## src/hw/rtl/sspq_pkg.sv

```systemverilog
`default_nettype none
// ----------------------------------------------------------------------------
// sspq_pkg: shared types and codes for the stable sorted priority queue
// Request codes, status codes, controller states and the command struct
// that the controller passes to the datapath.
// ----------------------------------------------------------------------------
package sspq_pkg;

  // Field widths fixed by the word format.
  localparam int unsigned DATA_W  = 32;
  localparam int unsigned FUNC_W  = 2;
  localparam int unsigned STAT_W  = 2;
  localparam int unsigned COUNT_W = 5;

  // Request codes carried on the input tuser.
  typedef enum logic [FUNC_W-1:0] {
    FUNC_ENQ  = 2'd0,
    FUNC_DEQ  = 2'd1,
    FUNC_PEEK = 2'd2,
    FUNC_NOP  = 2'd3
  } sspq_func_t;

  // Status codes carried on the output tuser.
  typedef enum logic [STAT_W-1:0] {
    STAT_OK    = 2'd0,
    STAT_EMPTY = 2'd1,
    STAT_FULL  = 2'd2,
    STAT_RSVD  = 2'd3
  } sspq_stat_t;

  // Controller states, one-hot.
  typedef enum logic [1:0] {
    S_IDLE = 2'b01,
    S_RESP = 2'b10
  } sspq_state_t;

  // Command from controller to datapath.
  typedef struct packed {
    logic       run;
    sspq_func_t func;
  } sspq_cmd_t;

endpackage

`default_nettype wire

```

## src/hw/rtl/sspq_ctrl.sv

```systemverilog
`default_nettype none
// ----------------------------------------------------------------------------
// sspq_ctrl: request sequencer
// Takes one request word, issues it to the datapath, and holds the result
// word on the output until it is taken.
// ----------------------------------------------------------------------------
module sspq_ctrl
  import sspq_pkg::*;
(
  input  wire logic              clk,
  input  wire logic              rst_n,
  input  wire logic              in_tvalid,
  output logic                   in_tready,
  input  wire logic [FUNC_W-1:0] in_func,
  output logic                   out_tvalid,
  input  wire logic              out_tready,
  output sspq_cmd_t              cmd
);

  sspq_state_t state_r, state_nxt;

  // Handshake signals follow the state directly.
  assign in_tready  = (state_r == S_IDLE);
  assign out_tvalid = (state_r == S_RESP);

  // A request runs in the cycle it is accepted.
  always_comb begin
    cmd.run  = in_tvalid && (state_r == S_IDLE);
    cmd.func = sspq_func_t'(in_func);
  end

  // Next-state logic.
  always_comb begin
    state_nxt = state_r;
    unique case (state_r)
      S_IDLE: begin
        if (in_tvalid) state_nxt = S_RESP;
      end
      S_RESP: begin
        if (out_tready) state_nxt = S_IDLE;
      end
      default: state_nxt = S_IDLE;
    endcase
  end

  always_ff @(posedge clk) begin
    if (!rst_n) begin
      state_r <= S_IDLE;
    end else begin
      state_r <= state_nxt;
    end
  end

endmodule

`default_nettype wire

```

## src/hw/rtl/sspq_dp.sv

```systemverilog
`default_nettype none
// ----------------------------------------------------------------------------
// sspq_dp: sorted cell chain and result register
// Each cell holds one value/priority pair and compares its priority with the
// incoming one; an enqueue shifts the tail up by one cell and a dequeue
// shifts the whole chain down by one cell.
// ----------------------------------------------------------------------------
module sspq_dp
  import sspq_pkg::*;
#(
  parameter int unsigned CAPACITY = 16
)
(
  input  wire logic                     clk,
  input  wire logic                     rst_n,
  input  wire sspq_cmd_t                cmd,
  input  wire logic signed [DATA_W-1:0] item_value,
  input  wire logic signed [DATA_W-1:0] item_priority,
  output sspq_stat_t                    res_status,
  output logic signed [DATA_W-1:0]      res_value,
  output logic [COUNT_W-1:0]            res_count,
  output logic                          res_empty
);

  localparam int unsigned CNT_W = $clog2(CAPACITY + 1);

  logic signed [DATA_W-1:0] val_r   [CAPACITY];
  logic signed [DATA_W-1:0] pri_r   [CAPACITY];
  logic signed [DATA_W-1:0] val_nxt [CAPACITY];
  logic signed [DATA_W-1:0] pri_nxt [CAPACITY];
  logic [CAPACITY-1:0]      gt;
  logic [CNT_W-1:0]         count_r, count_nxt;
  logic                     full, empty;
  logic [CNT_W+COUNT_W-1:0] count_ext;

  sspq_stat_t               status_r, status_nxt;
  logic signed [DATA_W-1:0] value_r, value_nxt;

  assign full  = (count_r == CNT_W'(CAPACITY));
  assign empty = (count_r == '0);

  // Per-cell compare and next contents.
  for (genvar i = 0; i < CAPACITY; i++) begin : g_cell
    logic signed [DATA_W-1:0] up_val, up_pri, dn_val, dn_pri;
    logic                     prev_le;

    // Cell i is at or past the insert point when it is unused or holds a
    // strictly larger priority; the chain is sorted so this flag is monotone.
    assign gt[i] = (CNT_W'(i) >= count_r) || (pri_r[i] > item_priority);

    if (i == 0) begin : g_head
      assign up_val  = item_value;
      assign up_pri  = item_priority;
      assign prev_le = 1'b1;
    end else begin : g_body
      assign up_val  = val_r[i-1];
      assign up_pri  = pri_r[i-1];
      assign prev_le = !gt[i-1];
    end

    if (i == CAPACITY - 1) begin : g_tail
      assign dn_val = val_r[i];
      assign dn_pri = pri_r[i];
    end else begin : g_mid
      assign dn_val = val_r[i+1];
      assign dn_pri = pri_r[i+1];
    end

    always_comb begin
      val_nxt[i] = val_r[i];
      pri_nxt[i] = pri_r[i];
      if (cmd.run) begin
        case (cmd.func)
          FUNC_ENQ: begin
            if (!full && gt[i]) begin
              if (prev_le) begin
                val_nxt[i] = item_value;
                pri_nxt[i] = item_priority;
              end else begin
                val_nxt[i] = up_val;
                pri_nxt[i] = up_pri;
              end
            end
          end
          FUNC_DEQ: begin
            if (!empty) begin
              val_nxt[i] = dn_val;
              pri_nxt[i] = dn_pri;
            end
          end
          default: ;
        endcase
      end
    end

    always_ff @(posedge clk) begin
      val_r[i] <= val_nxt[i];
      pri_r[i] <= pri_nxt[i];
    end
  end

  // Fill count and result word.
  always_comb begin
    count_nxt  = count_r;
    status_nxt = status_r;
    value_nxt  = value_r;
    if (cmd.run) begin
      status_nxt = STAT_OK;
      value_nxt  = '0;
      case (cmd.func)
        FUNC_ENQ: begin
          if (full) status_nxt = STAT_FULL;
          else      count_nxt  = count_r + 1'b1;
        end
        FUNC_DEQ, FUNC_PEEK: begin
          if (empty) begin
            status_nxt = STAT_EMPTY;
          end else begin
            value_nxt = val_r[0];
            if (cmd.func == FUNC_DEQ) count_nxt = count_r - 1'b1;
          end
        end
        default: ;
      endcase
    end
  end

  always_ff @(posedge clk) begin
    if (!rst_n) begin
      count_r <= '0;
    end else begin
      count_r <= count_nxt;
    end
  end

  always_ff @(posedge clk) begin
    status_r <= status_nxt;
    value_r  <= value_nxt;
  end

  assign count_ext  = {{COUNT_W{1'b0}}, count_r};
  assign res_status = status_r;
  assign res_value  = value_r;
  assign res_count  = count_ext[COUNT_W-1:0];
  assign res_empty  = empty;

  // The fill count never passes the capacity.
  a_count_bound: assert property (@(posedge clk) disable iff (!rst_n)
    count_r <= CNT_W'(CAPACITY))
    else $error("sspq_dp: fill count above capacity");

  // A dequeue on a non-empty queue removes exactly one entry.
  a_deq_count: assert property (@(posedge clk) disable iff (!rst_n)
    (cmd.run && cmd.func == FUNC_DEQ && !empty) |=> (count_r == $past(count_r) - 1'b1))
    else $error("sspq_dp: dequeue count mismatch");

  // An empty-status result never carries a value.
  a_empty_zero: assert property (@(posedge clk) disable iff (!rst_n)
    cmd.run |=> (status_r != STAT_EMPTY || value_r == '0))
    else $error("sspq_dp: empty result with nonzero value");

  // The two front cells stay in priority order.
  a_sorted_front: assert property (@(posedge clk) disable iff (!rst_n)
    (count_r >= CNT_W'(2)) |-> (pri_r[0] <= pri_r[1]))
    else $error("sspq_dp: front cells out of order");

endmodule

`default_nettype wire

```

## src/hw/rtl/stable_sorted_priority_queue.sv

```systemverilog
`default_nettype none
// ----------------------------------------------------------------------------
// stable_sorted_priority_queue: bounded sorted-list priority queue
// Holds value/priority pairs in ascending priority, equal priorities in
// arrival order; serves enqueue, dequeue and peek requests.
// ----------------------------------------------------------------------------
//  Channel | Dir | Ports                       | Contents
//  --------+-----+-----------------------------+--------------------------------
//  in_     | in  | tvalid tready tuser tdata   | request word: func, value, prio
//  out_    | out | tvalid tready tuser tdata   | result word: status, value,
//          |     |                             | count, empty flag
//
// Each request has an accept cycle, in which the cell chain compares and shifts
// in one step, and then presents its registered result; no new request is
// accepted meanwhile. A stalled result holds the input off until it is taken.
// Synchronous active-low reset empties the queue; cell contents are not
// cleared since only cells below the fill count are ever read.
// ----------------------------------------------------------------------------
module stable_sorted_priority_queue
  import sspq_pkg::*;
#(
  parameter int unsigned CAPACITY = 16
)
(
  input  wire logic        clk,
  input  wire logic        rst_n,
  input  wire logic        in_tvalid,
  output logic             in_tready,
  input  wire logic [63:0] in_tdata,   // [31:0] item_value, [63:32] item_priority
  input  wire logic [1:0]  in_tuser,   // [1:0] func
  output logic             out_tvalid,
  input  wire logic        out_tready,
  output logic [39:0]      out_tdata,  // [31:0] out_value, [36:32] entry_count,
                                       // [37] is_empty, [39:38] zero
  output logic [1:0]       out_tuser   // [1:0] status
);

  sspq_cmd_t                cmd;
  sspq_stat_t               res_status;
  logic signed [DATA_W-1:0] res_value;
  logic [COUNT_W-1:0]       res_count;
  logic                     res_empty;

  sspq_ctrl u_ctrl (
    .clk        (clk),
    .rst_n      (rst_n),
    .in_tvalid  (in_tvalid),
    .in_tready  (in_tready),
    .in_func    (in_tuser),
    .out_tvalid (out_tvalid),
    .out_tready (out_tready),
    .cmd        (cmd)
  );

  sspq_dp #(
    .CAPACITY (CAPACITY)
  ) u_dp (
    .clk           (clk),
    .rst_n         (rst_n),
    .cmd           (cmd),
    .item_value    (in_tdata[31:0]),
    .item_priority (in_tdata[63:32]),
    .res_status    (res_status),
    .res_value     (res_value),
    .res_count     (res_count),
    .res_empty     (res_empty)
  );

  // Pack the result word.
  assign out_tdata = {2'b00, res_empty, res_count, res_value};
  assign out_tuser = res_status;

endmodule

`default_nettype wire
```

## config.mk

```make
export PLATFORM = sky130hd
export DESIGN_NAME = stable_sorted_priority_queue
export DESIGN_NICKNAME = d
export VERILOG_FILES = /design/src/hw/rtl/sspq_pkg.sv /design/src/hw/rtl/sspq_ctrl.sv /design/src/hw/rtl/sspq_dp.sv /design/src/hw/rtl/stable_sorted_priority_queue.sv
export SDC_FILE = /design/constraint.sdc
export NUM_CORES = 2
export LEC_CHECK = 0
export ABC_AREA = 1
export BUFFER_PORTS_ARGS = -buffer_cell sky130_fd_sc_hd__buf_2
export CORE_ASPECT_RATIO = 0.5
export CORE_UTILIZATION = 58
export DETAILED_ROUTE_END_ITERATION = 7
export GPL_TIMING_DRIVEN = 0
export MAX_ROUTING_LAYER = met4
export PLACE_DENSITY_LB_ADDON = 0.3
export RECOVER_POWER = 100
export SLEW_MARGIN = 10
export SYNTH_ARGS = -nofsm -noshare
export SYNTH_HDL_FRONTEND = slang
export SYNTH_HIERARCHICAL = 1
export SYNTH_SLANG_ARGS = --single-unit
```

## constraint.sdc

```tcl
create_clock -name clk -period 5.2 [get_ports clk]
set_input_delay 0.26 -clock clk [delete_from_list [all_inputs] [get_ports clk]]
set_output_delay 0.26 -clock clk [all_outputs]
set_load 0.05 [all_outputs]
```

==> impl_metrics.csv <==
group,metric,value,unit
run_status,status,"finished with violations",
run_status,failed_checks,"max-capacitance violations, max-slew violations",
cts,cts_buffers,101,
cts,clock_sinks,1065,
floorplanning,num_rows,90,
routing,ant_nets,0,
final_layout,fill_cells,10900,
power_and_ir_drop,p_per_area,292,mW/mm^2
grt,grt_pass1_vias,58800,
cts,clk_pin_slew,0.06,ns
sta,rsz0062_at_grt,"no",
grt,top_usage_layer,"met1",
worst_setup_path,required,5.64,ns
synthesis,ys_types,41,
sta,finalHoldViolCount,0,
worst_setup_path,rr_startpoint,"u_dp/res_count[1]",
cts,cts_setup_buffers,0,
worst_setup_path,r2r_cells,11,
floorplanning,die_area,0.125,mm^2
sta,fin_crit,5.14,ns
power_and_ir_drop,finalPower,0.0228,W
grt,grt_pass1_wl,376,mm
routing,drt_iter0_markers,12100,
final_layout,final_cells,11400,
worst_setup_path,path_buf_inv,8,
synthesis,synthTopCellsByArea,"edfxtp_1 44%, nand2_1 18%, nand3_1 13%",
sta,finalCritPeriodShare,98.9,%
cts,clk_path_buf_depth,3,
synthesis,synthArstFlopShare,0,%
routing,routed_via_density,5.94,
worst_setup_path,reg2reg_to,"u_dp/pri_r[0][174]",
grt,antenna_found_initial,4,
final_layout,drive_above_1_share,4.13,%
worst_setup_path,critPathKind,"input port to register",
routing,routedWlPerCell,22.9,um
worst_setup_path,crit_fanout,34,
synthesis,synth.largest_area_cell,"edfxtp_1",
cts,cts_tree,"done",
sta,slew_viol_final,22,
floorplanning,fp.dieW,500,um
sta,setup_viol,0,
synthesis,avgSynthCellArea,7.63,um^2
synthesis,synth_top_flop_cell,"edfxtp_1",
synthesis,yosys.area.top_type_share,44.3,%
cts,htree_levels,3,
worst_setup_path,crit_slowest_cell,"buf_2",
cts,clk_latency,0.76,ns
grt,grt_max_degree,65,
power_and_ir_drop,max-vdd-ir-drop,0.284,mV
grt,grt_overflow,0,
synthesis,yosysWarningCount,6,
synthesis,synth_area,0.0718,mm^2
sta,fmax,195,MHz
worst_setup_path,cp_top_family,"buffers and inverters",
routing,firstDrtPassIters,7,
place,placedCellCount,11100,
run,drv_cap,2,
floorplanning,initial_core_util,59.0,%
place,dpl.hpwl,209,mm
place,finalWeightedCongestion,1.02,
worst_setup_path,path_common_cell,"nand2_1",
worst_setup_path,r2r_slack,0.18,ns
floorplanning,ios,114,
routing,drc_errors,0,
worst_hold_path,holdCritPathClass,"input port to register",
final_layout,fin_nets,10300,
grt,grt_usage,42.1,%
sta,clock-skew-final,0.0722,ns
floorplanning,core-area,0.122,mm^2
worst_hold_path,min_from,"in_tdata[32]",
worst_setup_path,end_kind,"register",
routing,routed_wl,261,mm
grt,grtUsageMet3,19.1,%
synthesis,synthCells,9407,
sta,worst_pin_slew,1.79,ns
synthesis,synth-seq-cells,1065,
grt,gr-usage-met2,48.6,%
routing,vias,67700,
grt,use_met1,65.2,%
final_layout,syn_to_final_growth,8.87,%
worst_setup_path,cp.arrival,5.58,ns
sta,slew-limit-headroom,-19.3,%
cts,cts-root-buf,"clkbuf_16",
worst_setup_path,start_kind,"input port",
worst_hold_path,min_to,"u_dp/pri_r[1][224]",
synthesis,synth-seq-area-share,44.5,%
worst_setup_path,max_stage_delay,0.80,ns
power_and_ir_drop,leakagePower,38.0,nW
place,portBuffers,109,
floorplanning,die_y,251,um
worst_setup_path,crit_chain,"dlygate4sd3_1 -> buf_2 -> inv_1 -> buf_2 -> ha_1 -> nand2_1 -> nor2_1 -> nand2_1 -> nor4_1 -> nand2_1 -> nand3_1 -> nand3_1 -> nand2_1 -> clkbuf_1 -> buf_4 -> o21ai_1 -> inv_4 -> buf_12",
worst_hold_path,hold_depth,3,
synthesis,synth-edff-count,1058,
-- cell usage after synthesis, types with 45 or more instances --
master	n
ha_1	520
buf_4	51
inv_1	1153
nor2_1	193
nand2_1	3461
nand4_1	45
nand3_1	1922
a21oi_1	216
edfxtp_1	1058
clkbuf_1	297
buf_2	185
o21ai_0	129
-- state kept, by name, indices dropped and copies added, names as in the netlist --
register         count
u_ctrl/state_r       2
u_dp/pri_r         512
u_dp/res_count       5
u_dp/res_status      2
u_dp/res_value      32
u_dp/val_r         512
-- stage by stage --
step | hold WS, ns | setup TNS, ns | utilization [%] | setup WS (ns) | instance area (um^2)
detailed placement | 0.497 | 0 | 61.5 | 0.105 | 74700
floorplan | 0.329 | 0 | - | 0.846 | 71800
CTS | 0.227 | 0 | 64.6 | 0.328 | 78600
global placement | 0.493 | -1504.13 | 61.1 | -2.04 | 74400
finish | 0.310 | 0 | 64.3 | 0.0598 | 78200
global route | 0.291 | 0 | 64.3 | 0.00197 | 78100
-- worst max path at each step --
| stage | startpoint | cells after the start | end |
|---|---|---|---|
| 2_1_floorplan | in_tdata[63] | 13 | u_dp/pri_r[1][224] |
| 3_3_place_gp | in_tdata[63] | 17 | u_dp/val_r[0][222] |
| 3_5_place_dp | in_tdata[63] | 18 | u_dp/pri_r[0][199] |
| 4_1_cts | in_tdata[63] | 19 | u_dp/pri_r[0][208] |
| 5_1_grt | in_tdata[63] | 22 | u_dp/pri_r[1][7] |
| 6_report | in_tdata[63] | 18 | u_dp/val_r[0][51] |
-- power by group --
group	internal, W	switching [W]	total [W]	leakage, nW
clock network	0.00401	0.00349	0.00750	1.55
logic	0.00128	0.00344	0.00472	26.6
registers	0.0101	0.000426	0.0106	9.83
-- worst reg2reg max path: stages (launching register included) --
cell and delay, ns:
dfxtp_1 0.59, inv_1 0.25, ha_1 0.27, inv_1 0.09, nor2_1 0.08, nand2_1 0.16, inv_1 0.12, a211oi_2 0.84
clkbuf_1 1.02, o21ai_0 0.38, inv_4 0.33, buf_6 0.46
-- cell type report --
| class | instances | area, um^2 | share of cell area [%] |
|---|---|---|---|
| Multi-Input combinational cell | 6586 | 32500 | 41.6 |
| Sequential cell | 1065 | 31900 | 40.8 |
| Timing Repair Buffer | 193 | 1460 | 1.86 |
| Buffer | 602 | 2700 | 3.45 |
| Clock buffer | 130 | 2650 | 3.39 |
| Clock inverter | 53 | 534 | 0.684 |
| Antenna cell | 7 | 17.5 | 0.0224 |
| Inverter | 1155 | 4360 | 5.58 |
| Tap cell | 1610 | 2010 | 2.58 |
-- layout by cell type, fill, tap and decap left out, types with 6 or more instances in the layout --
cell	netlist	routed
a21o_1	8	8
a21oi_1	216	216
buf_1	30	29
buf_12	0	9
buf_2	185	164
buf_4	51	32
buf_6	33	27
bufinv_16	0	8
clkbuf_1	297	484
clkbuf_16	0	101
clkinv_1	0	15
clkinv_2	0	20
dfxtp_1	7	7
diode_2	0	7
dlygate4sd3_1	0	69
edfxtp_1	1058	1058
ha_1	520	520
inv_1	1153	1138
inv_4	0	11
nand2_1	3461	3464
nand3_1	1922	1924
nand4_1	45	45
nor2_1	193	197
nor3_1	21	21
nor3b_1	4	6
o21a_1	20	20
o21ai_0	129	129
o21bai_1	7	7
-- cells by family after synthesis --
family	after synthesis	synth area share, %
and+or+nand+nor	5670	33.4
adders and majority gates	520	9.06
buffers and inverters	1757	10.2
DFF	1065	44.5
AOI/OAI and AO/OA	393	2.89
xor gates and xnor gates	1	0.0122
other	1	0.00522
-- metal layers --
metal	up-vias	wire, um
met5	-	0
met4	0	4590
met3	321	54600
met2	5246	90400
met1	30800	112000
li1	31400	-
-- what timing repair did --
| action | in CTS | in global routing |
|---|---|---|
| gates resized for setup | 0 | 1 |
| hold endpoints to repair | 74 | 0 |
| setup endpoints to repair | 0 | 37 |
| hold buffers | 69 | 0 |
Power figures use the tool's default switching activity.
